**src/sv/ehc_pkg.sv**
```systemverilog
package ehc_pkg;

  // ethertypes
  localparam logic [15:0] ETH_TYPE_IPV4 = 16'h0800;
  localparam logic [15:0] ETH_TYPE_ARP  = 16'h0806;
  localparam logic [15:0] ETH_TYPE_IPV6 = 16'h86DD;

  // ipv4 protocol numbers
  localparam logic [7:0] PROTO_IPV6 = 8'h29;
  localparam logic [7:0] PROTO_TCP  = 8'd6;
  localparam logic [7:0] PROTO_UDP  = 8'd17;

  // dhcp ports
  localparam logic [15:0] DHCP_CLIENT_PORT = 16'd68;
  localparam logic [15:0] DHCP_SERVER_PORT = 16'd67;

  localparam logic [3:0] IHL_MASK = 4'hF;
  localparam logic [3:0] IHL_MIN  = 4'd5;

  // frame offsets
  localparam logic [6:0] OFS_MAX       = 7'd127;
  localparam logic [6:0] OFS_SRC_MAC   = 7'd6;
  localparam logic [6:0] OFS_TYPE      = 7'd12;
  localparam logic [6:0] OFS_IHL       = 7'd14;
  localparam logic [6:0] OFS_PROTO     = 7'd23;
  localparam logic [6:0] OFS_IP_SRC    = 7'd26;
  localparam logic [6:0] OFS_IP_DST    = 7'd30;
  localparam logic [6:0] OFS_IP_END    = 7'd34;
  localparam logic [6:0] OFS_ARP_SMAC  = 7'd22;
  localparam logic [6:0] OFS_ARP_SIP   = 7'd28;
  localparam logic [6:0] OFS_ARP_TMAC  = 7'd32;
  localparam logic [6:0] OFS_ARP_TIP   = 7'd38;
  localparam logic [6:0] OFS_ARP_END   = 7'd42;
  localparam logic [6:0] OFS_PORT_BASE = 7'd14;
  localparam logic [6:0] OFS_PORT_NEED = 7'd17;

  // packet kinds
  localparam logic [2:0] KIND_NONE  = 3'd0;
  localparam logic [2:0] KIND_ARP   = 3'd1;
  localparam logic [2:0] KIND_TCP   = 3'd2;
  localparam logic [2:0] KIND_DHCP  = 3'd3;
  localparam logic [2:0] KIND_UDP   = 3'd4;

  // reject reasons
  localparam logic [2:0] RSN_OK        = 3'd0;
  localparam logic [2:0] RSN_ETHERTYPE = 3'd1;
  localparam logic [2:0] RSN_IPV6      = 3'd2;
  localparam logic [2:0] RSN_PROTO     = 3'd3;
  localparam logic [2:0] RSN_NOT_LOCAL = 3'd4;
  localparam logic [2:0] RSN_TRUNC     = 3'd5;

endpackage

```
**src/sv/ethernet_header_classifier.sv**
```systemverilog
// ethernet header classifier: takes a frame one byte per beat on data_byte, starting at the
// destination mac, with last_byte marking the final beat. it captures the macs, the
// ethertype and, for ipv4, ihl, protocol, addresses and the tcp/udp ports at 14 + 4*ihl;
// for arp it captures sender and target hardware and protocol addresses. the final beat of
// each frame produces exactly one result beat (kind, reject reason, addresses, ports); other
// beats produce none. a new byte is taken every cycle while the input register is not stalled;
// a last byte passes from the input register into the result register, where its result
// beat waits until it is taken. the result register holds one result, so a last byte stalls
// in the input register only while a previous result is still waiting to be taken.
// local_mac is written through cfg_write/cfg_data, which the user must do only while the block
// is idle (the block does not enforce this); it gates which tcp frames are accepted.
module ethernet_header_classifier import ehc_pkg::*; (
  input  logic        clk,
  input  logic        rst,
  // configuration
  input  logic        cfg_write,
  input  logic [47:0] cfg_data,
  // byte stream in
  input  logic        item_valid,
  output logic        item_ready,
  input  logic [7:0]  data_byte,
  input  logic        last_byte,
  // result out
  output logic        result_valid,
  input  logic        result_ready,
  output logic [2:0]  packet_kind,
  output logic [2:0]  reject_reason,
  output logic [47:0] source_mac,
  output logic [47:0] target_mac,
  output logic [31:0] source_ip,
  output logic [31:0] target_ip,
  output logic [15:0] source_port,
  output logic [15:0] target_port
);

  // station mac
  logic [47:0] local_mac;

  // input register
  logic       stage_valid;
  logic [7:0] stage_byte;
  logic       stage_last;

  // per-frame state
  logic [6:0]  byte_offset;
  logic [15:0] frame_type_word;
  logic [7:0]  ip_protocol;
  logic [3:0]  header_words;
  logic [47:0] held_source_mac;
  logic [47:0] held_target_mac;
  logic [31:0] held_source_ip;
  logic [31:0] held_target_ip;
  logic [15:0] held_source_port;
  logic [15:0] held_target_port;

  // captured values including the current byte
  logic [15:0] frame_type_word_next;
  logic [7:0]  ip_protocol_next;
  logic [3:0]  header_words_next;
  logic [47:0] held_source_mac_next;
  logic [47:0] held_target_mac_next;
  logic [31:0] held_source_ip_next;
  logic [31:0] held_target_ip_next;
  logic [15:0] held_source_port_next;
  logic [15:0] held_target_port_next;

  logic [6:0] port_base;
  logic [6:0] port_need;
  logic       port_proto;

  // classification of the frame ending at this beat
  logic [2:0] kind_next;
  logic [2:0] reason_next;
  logic       zero_all;
  logic       ports_on;

  logic process_fire;
  logic emit;

  // a byte moves on unless it closes a frame while the result register is still full
  assign process_fire = stage_valid && (!stage_last || !result_valid || result_ready);
  assign emit         = process_fire && stage_last;
  assign item_ready   = !stage_valid || process_fire;

  // ports start at 14 + 4*ihl; frame must reach 18 + 4*ihl bytes to hold both
  assign port_base  = OFS_PORT_BASE + {1'b0, header_words, 2'b00};
  assign port_need  = OFS_PORT_NEED + {1'b0, header_words_next, 2'b00};
  assign port_proto = (ip_protocol == PROTO_TCP) || (ip_protocol == PROTO_UDP);

  // field capture for the byte at byte_offset
  always_comb begin
    frame_type_word_next  = frame_type_word;
    ip_protocol_next      = ip_protocol;
    header_words_next     = header_words;
    held_source_mac_next  = held_source_mac;
    held_target_mac_next  = held_target_mac;
    held_source_ip_next   = held_source_ip;
    held_target_ip_next   = held_target_ip;
    held_source_port_next = held_source_port;
    held_target_port_next = held_target_port;

    if (byte_offset < OFS_SRC_MAC) begin
      held_target_mac_next = {held_target_mac[39:0], stage_byte};
    end else if (byte_offset < OFS_TYPE) begin
      held_source_mac_next = {held_source_mac[39:0], stage_byte};
    end else if (byte_offset < OFS_IHL) begin
      frame_type_word_next = {frame_type_word[7:0], stage_byte};
    end else if (frame_type_word == ETH_TYPE_IPV4) begin
      if (byte_offset == OFS_IHL) begin
        header_words_next = stage_byte[3:0] & IHL_MASK;
      end else if (byte_offset == OFS_PROTO) begin
        ip_protocol_next = stage_byte;
      end else if (byte_offset >= OFS_IP_SRC && byte_offset < OFS_IP_DST) begin
        held_source_ip_next = {held_source_ip[23:0], stage_byte};
      end else if (byte_offset >= OFS_IP_DST && byte_offset < OFS_IP_END) begin
        held_target_ip_next = {held_target_ip[23:0], stage_byte};
      end
      if (port_proto && header_words >= IHL_MIN && byte_offset >= OFS_IP_END) begin
        if (byte_offset == port_base || byte_offset == port_base + 7'd1) begin
          held_source_port_next = {held_source_port[7:0], stage_byte};
        end else if (byte_offset == port_base + 7'd2 || byte_offset == port_base + 7'd3) begin
          held_target_port_next = {held_target_port[7:0], stage_byte};
        end
      end
    end else if (frame_type_word == ETH_TYPE_ARP) begin
      if (byte_offset >= OFS_ARP_SMAC && byte_offset < OFS_ARP_SIP) begin
        held_source_mac_next = {held_source_mac[39:0], stage_byte};
      end else if (byte_offset >= OFS_ARP_SIP && byte_offset < OFS_ARP_TMAC) begin
        held_source_ip_next = {held_source_ip[23:0], stage_byte};
      end else if (byte_offset >= OFS_ARP_TMAC && byte_offset < OFS_ARP_TIP) begin
        held_target_mac_next = {held_target_mac[39:0], stage_byte};
      end else if (byte_offset >= OFS_ARP_TIP && byte_offset < OFS_ARP_END) begin
        held_target_ip_next = {held_target_ip[23:0], stage_byte};
      end
    end
  end

  // classification; frame length is byte_offset + 1, so "len < n" is "offset < n - 1"
  always_comb begin
    kind_next   = KIND_NONE;
    reason_next = RSN_OK;
    zero_all    = 1'b0;
    ports_on    = 1'b0;

    if (byte_offset < OFS_IHL - 7'd1) begin
      reason_next = RSN_TRUNC;
      zero_all    = 1'b1;
    end else if (frame_type_word_next == ETH_TYPE_IPV6) begin
      reason_next = RSN_IPV6;
    end else if (frame_type_word_next == ETH_TYPE_ARP) begin
      if (byte_offset < OFS_ARP_END - 7'd1) begin
        reason_next = RSN_TRUNC;
        zero_all    = 1'b1;
      end else begin
        kind_next = KIND_ARP;
      end
    end else if (frame_type_word_next == ETH_TYPE_IPV4) begin
      if (byte_offset < OFS_IP_END - 7'd1 || header_words_next < IHL_MIN) begin
        reason_next = RSN_TRUNC;
        zero_all    = 1'b1;
      end else if (ip_protocol_next == PROTO_IPV6) begin
        reason_next = RSN_IPV6;
      end else if (ip_protocol_next == PROTO_TCP || ip_protocol_next == PROTO_UDP) begin
        if (byte_offset < port_need) begin
          reason_next = RSN_TRUNC;
          zero_all    = 1'b1;
        end else if (ip_protocol_next == PROTO_TCP) begin
          if (held_source_mac_next != local_mac) begin
            reason_next = RSN_NOT_LOCAL;
          end else begin
            kind_next = KIND_TCP;
            ports_on  = 1'b1;
          end
        end else begin
          ports_on = 1'b1;
          if (held_target_port_next == DHCP_CLIENT_PORT &&
              held_source_port_next == DHCP_SERVER_PORT) begin
            kind_next = KIND_DHCP;
          end else begin
            kind_next = KIND_UDP;
          end
        end
      end else begin
        reason_next = RSN_PROTO;
      end
    end else begin
      reason_next = RSN_ETHERTYPE;
    end
  end

  // configuration register
  always_ff @(posedge clk) begin
    if (rst) begin
      local_mac <= '0;
    end else if (cfg_write) begin
      local_mac <= cfg_data;
    end
  end

  // input register
  always_ff @(posedge clk) begin
    if (rst) begin
      stage_valid <= 1'b0;
    end else if (item_ready) begin
      stage_valid <= item_valid;
    end
  end

  always_ff @(posedge clk) begin
    if (item_ready && item_valid) begin
      stage_byte <= data_byte;
      stage_last <= last_byte;
    end
  end

  // frame state: advance per byte, clear after the last beat
  always_ff @(posedge clk) begin
    if (rst || emit) begin
      byte_offset      <= '0;
      frame_type_word  <= '0;
      ip_protocol      <= '0;
      header_words     <= '0;
      held_source_mac  <= '0;
      held_target_mac  <= '0;
      held_source_ip   <= '0;
      held_target_ip   <= '0;
      held_source_port <= '0;
      held_target_port <= '0;
    end else if (process_fire) begin
      if (byte_offset != OFS_MAX) begin
        byte_offset <= byte_offset + 7'd1;
      end
      frame_type_word  <= frame_type_word_next;
      ip_protocol      <= ip_protocol_next;
      header_words     <= header_words_next;
      held_source_mac  <= held_source_mac_next;
      held_target_mac  <= held_target_mac_next;
      held_source_ip   <= held_source_ip_next;
      held_target_ip   <= held_target_ip_next;
      held_source_port <= held_source_port_next;
      held_target_port <= held_target_port_next;
    end
  end

  // result register
  always_ff @(posedge clk) begin
    if (rst) begin
      result_valid <= 1'b0;
    end else if (emit) begin
      result_valid <= 1'b1;
    end else if (result_ready) begin
      result_valid <= 1'b0;
    end
  end

  always_ff @(posedge clk) begin
    if (emit) begin
      packet_kind   <= kind_next;
      reject_reason <= reason_next;
      source_mac    <= zero_all ? '0 : held_source_mac_next;
      target_mac    <= zero_all ? '0 : held_target_mac_next;
      source_ip     <= zero_all ? '0 : held_source_ip_next;
      target_ip     <= zero_all ? '0 : held_target_ip_next;
      source_port   <= ports_on ? held_source_port_next : '0;
      target_port   <= ports_on ? held_target_port_next : '0;
    end
  end

endmodule

```
**config.mk**
```make
export PLATFORM = sky130hd
export DESIGN_NAME = ethernet_header_classifier
export DESIGN_NICKNAME = d
export VERILOG_FILES = /design/src/sv/ehc_pkg.sv /design/src/sv/ethernet_header_classifier.sv
export SDC_FILE = /design/constraint.sdc
export NUM_CORES = 1
export LEC_CHECK = 0
export ABC_AREA = 1
export BUFFER_PORTS_ARGS = -buffer_cell sky130_fd_sc_hd__buf_2
export CAP_MARGIN = 5
export CORE_MARGIN = 2
export CORE_UTILIZATION = 45
export DETAILED_ROUTE_END_ITERATION = 10
export HOLD_SLACK_MARGIN = 0.02
export PLACE_DENSITY = 0.66
export SLEW_MARGIN = 20
export SYNTH_ARGS = -nofsm -noshare
export SYNTH_HDL_FRONTEND = slang
export SYNTH_SLANG_ARGS = --single-unit
```
**constraint.sdc**
```tcl
create_clock -name clk -period 5.89 [get_ports clk]
set_input_delay 0.2945 -clock clk [delete_from_list [all_inputs] [get_ports clk]]
set_output_delay 0.2945 -clock clk [all_outputs]
set_load 0.01 [all_outputs]
```
==> impl_metrics.csv, run 1 <==
group,metric,value,unit
run_status,outcome,"completed",
synthesis,synth_top_area_share,27.8,%
synthesis,ys.flop_type,"dfxtp_1",
timing,fin_skew,0.0327,ns
cts,numCtsBuffers,51,
power_and_ir_drop,p_per_area,304,nW/µm²
timing,period_share,76.3,%
synthesis,syn_area_per_cell,8.16,µm²
cts,clk_latency,0.61,ns
power_and_ir_drop,clkPwrFrac,44.4,%
worst_setup_path,start_kind,"flip-flop",
cts,cts_buffer_depth,3,
grt,antenna_found_initial,1,
grt,grt_max_degree,175,
worst_setup_path,cp_max_fo,59,
synthesis,synth_cell_type_count,45,
synthesis,yosys.area.top_type,"edfxtp_1",
detailed_routing,drt-initial-drc-count,1296,
power_and_ir_drop,intPower,6030,µW
cts,cts_tree,"built",
layout,area_growth,17.3,%
timing,finalSetupViolations,0,
worst_setup_path,crit_type,"reg2reg",
timing,tightest_slew,1.08,ns
cts,clkSlewWorstSetupHoldPaths,0.06,ns
hold_path,hold_path.class,"in2reg",
die,die_y,227,µm
grt,track_usage,22.9,%
synthesis,synthTopCellsByArea,"edfxtp_1, dfxtp_1, nand2_1",
detailed_routing,ant_nets,0,
synthesis,syn_nets,2813,
layout,final_nets,3031,
layout,antennaDiodeCount,0,
grt,overflow,0,
detailed_routing,vias_per_cell,5.11,
placed_design,dp_hpwl,38800,µm
die,io_pins,262,
placed_design,io_buffers,261,
timing,final_hold_viol_count,0,
cts,h-tree-depth,2,
timing,drv_slew,0,
hold_path,worstHoldStart,"cfg_data[7]",
power_and_ir_drop,swShare,24.4,%
synthesis,yosysSeqAreaShare,52.6,%
detailed_routing,dr.pass1.iters,5,
layout,drive_above_1_share,14.1,%
detailed_routing,wl,59800,µm
detailed_routing,drc_errors,0,
synthesis,netlist_area,22400,µm²
power_and_ir_drop,p_switching,1950,µW
timing,rsz0062_at_grt,"false",
timing,finalSetupTns,0,ns
synthesis,async_flop_share,0,%
timing,fmax,223,MHz
die,die_area,51500,µm²
detailed_routing,vias,18700,
cts,clock-sinks,484,
worst_setup_path,startpoint,"byte_offset[6]",
grt,first_global_vias,17800,
power_and_ir_drop,p_leak,0.0117,µW
die,initial_core_util,45.7,%
power_and_ir_drop,power_frac_seq,46.9,%
timing,max_slew_margin,28.1,%
cts,root_buffer,"clkbuf_16",
cts,cts_hold_buf,40,
detailed_routing,wl_per_cell,16.3,µm
grt,grt_pass1_wl,93100,µm
cts,cts_setup_buffers,0,
synthesis,ys_ff_latch,484,
synthesis,synth_edf_count,207,
cts,cts_resized,0,
layout,mostFrequentLayoutCells,"nand2_1, inv_1, nor2_1, dfxtp_1, buf_2",
timing,layout_min_cycle_time,4.49,ns
die,core,49000,µm²
worst_setup_path,worst_ep_arrival_time,4.92,ns
synthesis,yosys_warnings,0,
worst_setup_path,worstReg2RegStart,"byte_offset[6]",
power_and_ir_drop,combPwrFrac,8.7,%
layout,layout_commonest_cell,"nand2_1",
placed_design,gp_congestion,0.875,
power_and_ir_drop,ir_worst_vdd,187,µV
worst_setup_path,crit_required,6.32,ns
die,rows,81,
flow_run,max_cap_violations,0,
power_and_ir_drop,total_power,7970,µW
worst_setup_path,cp-end-kind,"flip-flop",
synthesis,postSynthCellCount,2738,
die,die_width,227,µm
-- power groups by stage --
stage / registers (µW) / logic [µW] / clock network [µW]
CTS: 3730 / 696 / 3620
global placement: 3800 / 661 / 0
detailed placement: 3800 / 672 / 0
finish: 3730 / 696 / 3540
global route: 3750 / 790 / 3730
floorplan: 3800 / 463 / 0
-- worst max-delay path, cell delays in order (launching register included) --
cell	delay [ns]
dfxtp_1	0.41
nor2_4	0.21
nand2_2	0.12
nor2_2	0.27
inv_2	0.44
nand2_2	0.19
buf_4	0.54
nand2_1	0.16
nand2_1	0.17
nand2_1	0.08
nand2_1	0.06
nand2_1	0.07
nor2_1	0.14
nand2_1	0.08
nor2_1	0.15
nand3_1	0.28
nand2_1	0.17
nand2_2	0.43
nor2_1	0.27
-- metal layers --
layer	share of wire, %	vias to the layer above	global-route usage [%]	wire length, µm
li1	-	9352	-	-
met1	44	8677	30.4	26600
met2	46	572	36.9	27200
met3	5.8	130	3.54	3460
met4	4.2	2	10.6	2510
met5	0.022	-	0	13
-- cells by family after synthesis --
| logic type | share of synthesized area, % |
|---|---|
| flip-flops | 52.6 |
| AO/OA/AOI/OAI | 13.6 |
| XOR/XNOR | 0.118 |
| multiplexers | 2.82 |
| AND/OR/NAND/NOR | 19.1 |
| adder cells (fa/ha/maj) | 0.728 |
| buffers and inverters | 11.1 |
-- final cells by class --
type / instances / area [µm²]
tap: 664 / 831
clock inverter: 31 / 432
clock buffer: 65 / 1420
sequential: 484 / 11800
inverter: 460 / 1750
timing repair buffer: 318 / 1850
fill: 4488 / 22700
multi-input combinational: 1641 / 8190
-- cells in the mapped netlist (all sizes together), types with 57 or more instances --
| cell type | n |
|---|---|
| clkbuf | 96 |
| nand2 | 523 |
| dfxtp | 277 |
| nand3 | 139 |
| mux2i | 63 |
| o211ai | 135 |
| nor2 | 333 |
| a21oi | 187 |
| edfxtp | 207 |
| o21ai | 193 |
| inv | 460 |
| buf | 57 |
-- state kept, by name, indices dropped and copies added (netlist names), 3 cells and up --
signal and cells:
held_source_mac 48, held_target_mac 48, local_mac 48, source_mac 48, target_mac 48, held_source_ip 32
held_target_ip 32, source_ip 32, target_ip 32, frame_type_word 16, held_source_port 16, held_target_port 16
source_port 16, target_port 16, ip_protocol 8, stage_byte 8, byte_offset 7, header_words 4
packet_kind 3, reject_reason 3
-- stage by stage --
stage / instances / instance area (µm²) / setup WS (ns) / hold WS (ns) / utilization, %
finish: 3663 / 26200 / 1.40 / 0.0398 / 53.6
global route: 3663 / 26200 / 1.01 / 0.0368 / 53.6
CTS: 3663 / 26200 / 1.34 / 0.0208 / 53.6
detailed placement: 3527 / 24000 / 1.39 / 0.464 / 49.0
global placement: 3527 / 24000 / 1.47 / 0.458 / 49.0
floorplan: 2738 / 22400 / 0.442 / 0.364 / -
-- final timing paths --
path	cells after the start	slack [ns]	end
setup / recovery	18	1.40	target_port[9]
hold / removal	3	0.04	local_mac[7]
setup reg to reg	18	1.40	target_port[9]
hold reg to reg	2	0.47	local_mac[13]
No activity file was read; power rests on OpenSTA's default activity.
==> run 2: changes to the inputs <==
Settings changed: PLACE_DENSITY 0.66 to 0.69.
Clock period 5.89 ns to 3.9 ns, I/O delays scaled along.
==> run 2 against run 1 <==
Compared with the run above:
- die area unchanged
- worst hold slack better by 0.23 ns
- clock power up 42%
- largest cell class unchanged
==> impl_metrics.csv, run 2 (synthesis gave the netlist of run 1 again) <==
group,metric,value,unit
run_status,outcome,"completed",
hold_path,worstHoldStart,"cfg_write",
detailed_routing,vias,19000,
worst_setup_path,path_common_cell,"nand2_1",
worst_setup_path,crit_required,4.24,ns
worst_setup_path,cp_slowest_stage_delay,0.35,ns
power_and_ir_drop,combPwrFrac,9.3,%
cts,clock-sinks,484,
grt,grt_max_degree,197,
worst_setup_path,r2r-end,"target_mac[10]",
timing,rsz0062_at_grt,"false",
detailed_routing,wl,60100,µm
power_and_ir_drop,total_power,11800,µW
worst_setup_path,critPathSlowestCell,"a221oi_1",
detailed_routing,wl_per_cell,16.2,µm
grt,first_global_vias,17800,
detailed_routing,drt-initial-drc-count,1673,
worst_setup_path,r2r_setup_slack,0.23,ns
layout,final_cell_area,26800,µm²
layout,area_growth,19.7,%
layout,antennaDiodeCount,0,
grt,grt_pass1_wl,94400,µm
power_and_ir_drop,power_frac_seq,47.9,%
cts,clk_latency,0.60,ns
placed_design,gp_congestion,0.882,
worst_setup_path,cp_max_fo,44,
timing,tightest_slew,0.945,ns
die,die_width,227,µm
worst_setup_path,crit_type,"reg2reg",
placed_design,post-place-ws,0.234,ns
placed_design,io_buffers,261,
cts,cts_tree,"built",
cts,h-tree-depth,2,
worst_setup_path,worstRegToRegCells,20,
power_and_ir_drop,intPower,8820,µW
worst_setup_path,path_cells,"nor2_4 -> nand2_2 -> nor4_1 -> nand3_1 -> buf_4 -> nand2_1 -> o21ai_0 -> inv_1 -> ha_1 -> inv_1 -> ha_1 -> nand2_1 -> inv_1 -> a221oi_1 -> nand3_1 -> nand2_1 -> nand2_1 -> nand2_8 -> buf_12 -> nor2_1",
placed_design,dp_hpwl,39800,µm
detailed_routing,drc_errors,0,
placed_design,place_area,24400,µm²
timing,fin_skew,0.0238,ns
timing,period_share,94.0,%
worst_setup_path,start_kind,"flip-flop",
cts,cts_buffer_depth,3,
worst_setup_path,cp_num_buf_inv,5,
power_and_ir_drop,p_per_area,440,nW/µm²
timing,finalSetupTns,0,ns
grt,antenna_found_initial,0,
die,die_area,51500,µm²
detailed_routing,vias_per_cell,5.10,
power_and_ir_drop,p_switching,2940,µW
worst_setup_path,crit_family,"simple AND/OR/NAND/NOR gates",
flow_run,max_cap_violations,0,
hold_path,hold_path.class,"in2reg",
cts,clkSlewWorstSetupHoldPaths,0.07,ns
power_and_ir_drop,ir_worst_vdd,303,µV
timing,finalSetupViolations,0,
die,io_pins,262,
die,initial_core_util,45.7,%
worst_setup_path,worstReg2RegStart,"byte_offset[6]",
timing,fmax,273,MHz
timing,holdWs,0.269,ns
power_and_ir_drop,p_leak,0.0120,µW
layout,final_nets,3089,
hold_path,hold_depth,3,
cts,root_buffer,"clkbuf_16",
timing,final_hold_viol_count,0,
timing,max_slew_margin,36.3,%
hold_path,holdPathEnd,"local_mac[33]",
layout,mostFrequentLayoutCells,"nand2_1, inv_1, nor2_1, dfxtp_1, buf_2",
die,rows,81,
layout,layout_commonest_cell,"nand2_1",
die,core,49000,µm²
grt,track_usage,23.1,%
power_and_ir_drop,swShare,25.0,%
worst_setup_path,cp-end-kind,"flip-flop",
power_and_ir_drop,clkPwrFrac,42.7,%
timing,drv_slew,0,
worst_setup_path,worst_ep_arrival_time,4.01,ns
timing,layout_min_cycle_time,3.67,ns
die,die_y,227,µm
detailed_routing,dr.pass1.iters,6,
detailed_routing,ant_nets,0,
timing,timing.final.ws_setup,0.233,ns
cts,numCtsBuffers,52,
grt,overflow,0,
layout,drive_above_1_share,14.9,%
[run 2: cell count changes in the layout (fill, tap and decap cells not counted), moves of 5 or more]
cell           delta
buf_4            +21
clkinv_1         +10
clkinv_2          +7
clkbuf_1          -5
buf_12           +13
dlygate4sd3_1    +23
[run 2: per-stage QoR]
step	util (%)	std cells
6_report	54.7	3722
5_1_grt	54.7	3722
4_1_cts	54.7	3722
3_5_place_dp	49.8	3561
3_3_place_gp	49.8	3561
2_1_floorplan	-	2738
[run 2: worst max path at each step]
stage	slack [ns]	depth (start not counted)	start	endpoint
after floorplan	-0.37	8	result_valid	packet_kind[0]
after global placement	0.25	20	byte_offset[6]	target_mac[5]
after detailed placement	0.23	20	byte_offset[6]	target_mac[10]
after CTS	0.23	20	byte_offset[6]	target_mac[10]
after global routing	0.009	20	byte_offset[6]	target_mac[10]
final	0.23	20	byte_offset[6]	target_mac[10]
[run 2: timing repair]
action,4_1_cts,5_1_grt
setup buffers,0,0
resized for setup,0,0
hold buffers,63,0
endpoints found under the hold margin,59,0
[run 2: worst reg2reg max path: stages (launching register included)]
cell	delay, ns
dfxtp_1	0.34
nor2_4	0.13
nand2_2	0.06
nor4_1	0.32
nand3_1	0.28
buf_4	0.22
nand2_1	0.04
o21ai_0	0.10
inv_1	0.10
ha_1	0.23
inv_1	0.06
ha_1	0.21
nand2_1	0.09
inv_1	0.04
a221oi_1	0.35
nand3_1	0.13
nand2_1	0.08
nand2_1	0.12
nand2_8	0.17
buf_12	0.23
nor2_1	0.11
[run 2: power by group through the flow]
stage,Combinational (µW),Clock [µW],Sequential (µW)
after floorplan,702,0,5730
after global placement,1020,0,5730
after detailed placement,1040,0,5740
after CTS,1090,5110,5640
after global routing,1240,5320,5660
final,1100,5030,5640
[run 2: cell type report]
| type | instances | area, µm² |
|---|---|---|
| fill | 4376 | 22200 |
| sequential | 484 | 11800 |
| multi-input combinational | 1641 | 8200 |
| timing repair buffer | 375 | 2490 |
| inverter | 460 | 1740 |
| clock buffer | 56 | 1340 |
| tap | 664 | 831 |
| clock inverter | 42 | 385 |
[run 2: per-layer routing]
metal / wire length (µm) / GRT usage (%) / vias to the layer above
met4: 1790 / 7.77 / 0
met1: 26800 / 31.2 / 8854
li1: - / - / 9450
met3: 3310 / 3.63 / 95
met2: 28200 / 37.7 / 569
met5: 0 / 0 / -
==> run 3: changes to the inputs <==
Settings changed: MAX_ROUTING_LAYER set to met4, TNS_END_PERCENT set to 1.
==> run 3 against run 2 <==
Compared with the run above:
- maximum frequency increased by 0.65%
- sequential power is essentially flat
- largest power group unchanged
- global-route usage is 0.94 points higher
- sequential share of layout area hardly changed
- register-to-register slack better by 0.02 ns
==> impl_metrics.csv, run 3 (synthesis gave the netlist of run 1 again) <==
group,metric,value,unit
placed_design,dp_hpwl,40500,µm
cts,h-tree-depth,2,
grt,grt_pass1_wl,95300,µm
worst_setup_path,r2r_setup_slack,0.26,ns
timing,rsz0062_at_grt,"false",
timing,final_hold_viol_count,0,
worst_setup_path,crit_required,4.34,ns
cts,root_buffer,"clkbuf_16",
detailed_routing,vias,19100,
detailed_routing,ant_nets,0,
grt,antenna_found_initial,0,
detailed_routing,drt-initial-drc-count,1534,
timing,drv_slew,0,
die,io_pins,262,
placed_design,placed_cells,3579,
grt,gr-usage-met2,39.3,%
hold_path,worstHoldStart,"cfg_write",
layout,fill_cells,4389,
cts,numCtsBuffers,52,
layout,final_nets,3107,
grt,grt_util_met1,31.5,%
layout,multiInputGateArea,8190,µm²
die,die_area,51500,µm²
cts,cts_buffer_depth,3,
worst_setup_path,cp_max_fo,33,
timing,period_share,93.4,%
placed_design,post-place-ws,0.263,ns
grt,grt-busiest-layer,"met2",
grt,track_usage,24.0,%
timing,max_slew_margin,22.2,%
grt,first_global_vias,18100,
timing,fmax,274,MHz
timing,timing.final.ws_setup,0.256,ns
flow_run,max_cap_violations,0,
die,initial_core_util,45.7,%
timing,layout_min_cycle_time,3.64,ns
cts,cts_hold_buf,63,
cts,cts_setup_buffers,0,
worst_setup_path,start_kind,"flip-flop",
layout,mostFrequentLayoutCells,"nand2_1, inv_1, nor2_1, dfxtp_1, buf_2",
layout,antennaDiodeCount,0,
grt,grt.met3_usage,2.62,%
timing,fin_skew,0.0232,ns
worst_setup_path,startpoint,"frame_type_word[11]",
detailed_routing,wl,60700,µm
worst_setup_path,cp-end-kind,"flip-flop",
power_and_ir_drop,p_leak,0.0120,µW
timing,finalSetupViolations,0,
hold_path,hold_path.class,"in2reg",
layout,area_growth,19.6,%
grt,overflow,0,
timing,tightest_slew,1.17,ns
detailed_routing,drc_errors,0,
die,rows,81,
power_and_ir_drop,p_per_area,431,nW/µm²
cts,clk_latency,0.60,ns
cts,cts_tree,"built",
worst_setup_path,worstReg2RegStart,"frame_type_word[11]",
placed_design,gp_congestion,0.867,
die,die_width,227,µm
detailed_routing,dr.pass1.iters,5,
run_status,outcome,"completed",
layout,register_area,11800,µm²
detailed_routing,wl_per_cell,16.2,µm
cts,cts_resized,0,
grt,grt_max_degree,234,
placed_design,io_buffers,261,
cts,clkSlewWorstSetupHoldPaths,0.06,ns
worst_setup_path,crit_type,"reg2reg",
worst_setup_path,worst_ep_arrival_time,4.09,ns
die,die_y,227,µm
power_and_ir_drop,ir_worst_vdd,308,µV
die,core,49000,µm²
layout,fin_cells,3740,
cts,clock-sinks,484,
layout,layout_commonest_cell,"nand2_1",
layout,drive_above_1_share,15.3,%
detailed_routing,vias_per_cell,5.11,
[run 3: cell count changes in the layout (fill, tap and decap cells not counted), sizes merged]
cell / delta
clkbuf: +10
buf: +18
clkinv: -9
clkinvlp: +4
bufinv: -5
[run 3: area by class of cell]
type	instances	area share, %
Tap cell	664	3.11
Clock inverter	32	0.838
Timing Repair Buffer	393	9.60
Inverter	460	6.52
Sequential cell	484	44.0
Clock buffer	66	5.30
Multi-Input combinational cell	1641	30.6
[run 3: where the power goes]
part	switching, µW	internal [µW]	leakage, µW	total (µW)
sequential	139	5500	0.00424	5640
combinational	722	387	0.00695	1110
clock	2070	2710	0.000797	4770
total	2930	8590	0.0120	11500
[run 3: worst paths after layout]
path	to	cells past startpoint
setup / recovery	target_port[6]	20
hold / removal	local_mac[27]	3
setup reg to reg	target_port[6]	20
hold reg to reg	local_mac[46]	2
[run 3: metrics by stage]
| stage | TNS (ns) | util, % | hold WS [ns] | total power (µW) | area [µm²] |
|---|---|---|---|---|---|
| after floorplan | -75.27 | - | 0.264 | 6440 | 22400 |
| after global placement | 0 | 50.0 | 0.373 | 6760 | 24500 |
| after detailed placement | 0 | 50.0 | 0.373 | 6790 | 24500 |
| after CTS | 0 | 54.6 | 0.212 | 11600 | 26700 |
| after global routing | 0 | 54.6 | 0.270 | 12000 | 26700 |
| final | 0 | 54.6 | 0.241 | 11500 | 26700 |
[run 3: worst max-delay path: stages (launching register included)]
cell      delay (ns)
dfxtp_1         0.34
inv_1           0.06
nor2_1          0.08
nand2_1         0.05
nor2_1          0.23
nand2_1         0.28
o21bai_4        0.25
buf_4           0.37
nand3_1         0.21
nand2_1         0.21
nand2_1         0.07
nand2_1         0.06
nand2_1         0.05
nor2_1          0.14
nand2_1         0.10
nor2_1          0.13
nand3_1         0.29
nand2_1         0.17
nand2_2         0.08
buf_12          0.17
nor2_1          0.14
[run 3: per-layer routing]
metal | vias to the layer above | routed length [µm] | part of all wire [%]
li1 | 9495 | - | -
met1 | 9000 | 27200 | 45
met2 | 539 | 29200 | 48
met3 | 93 | 3040 | 5.0
met4 | 0 | 1400 | 2.3
met5 | - | 0 | 0
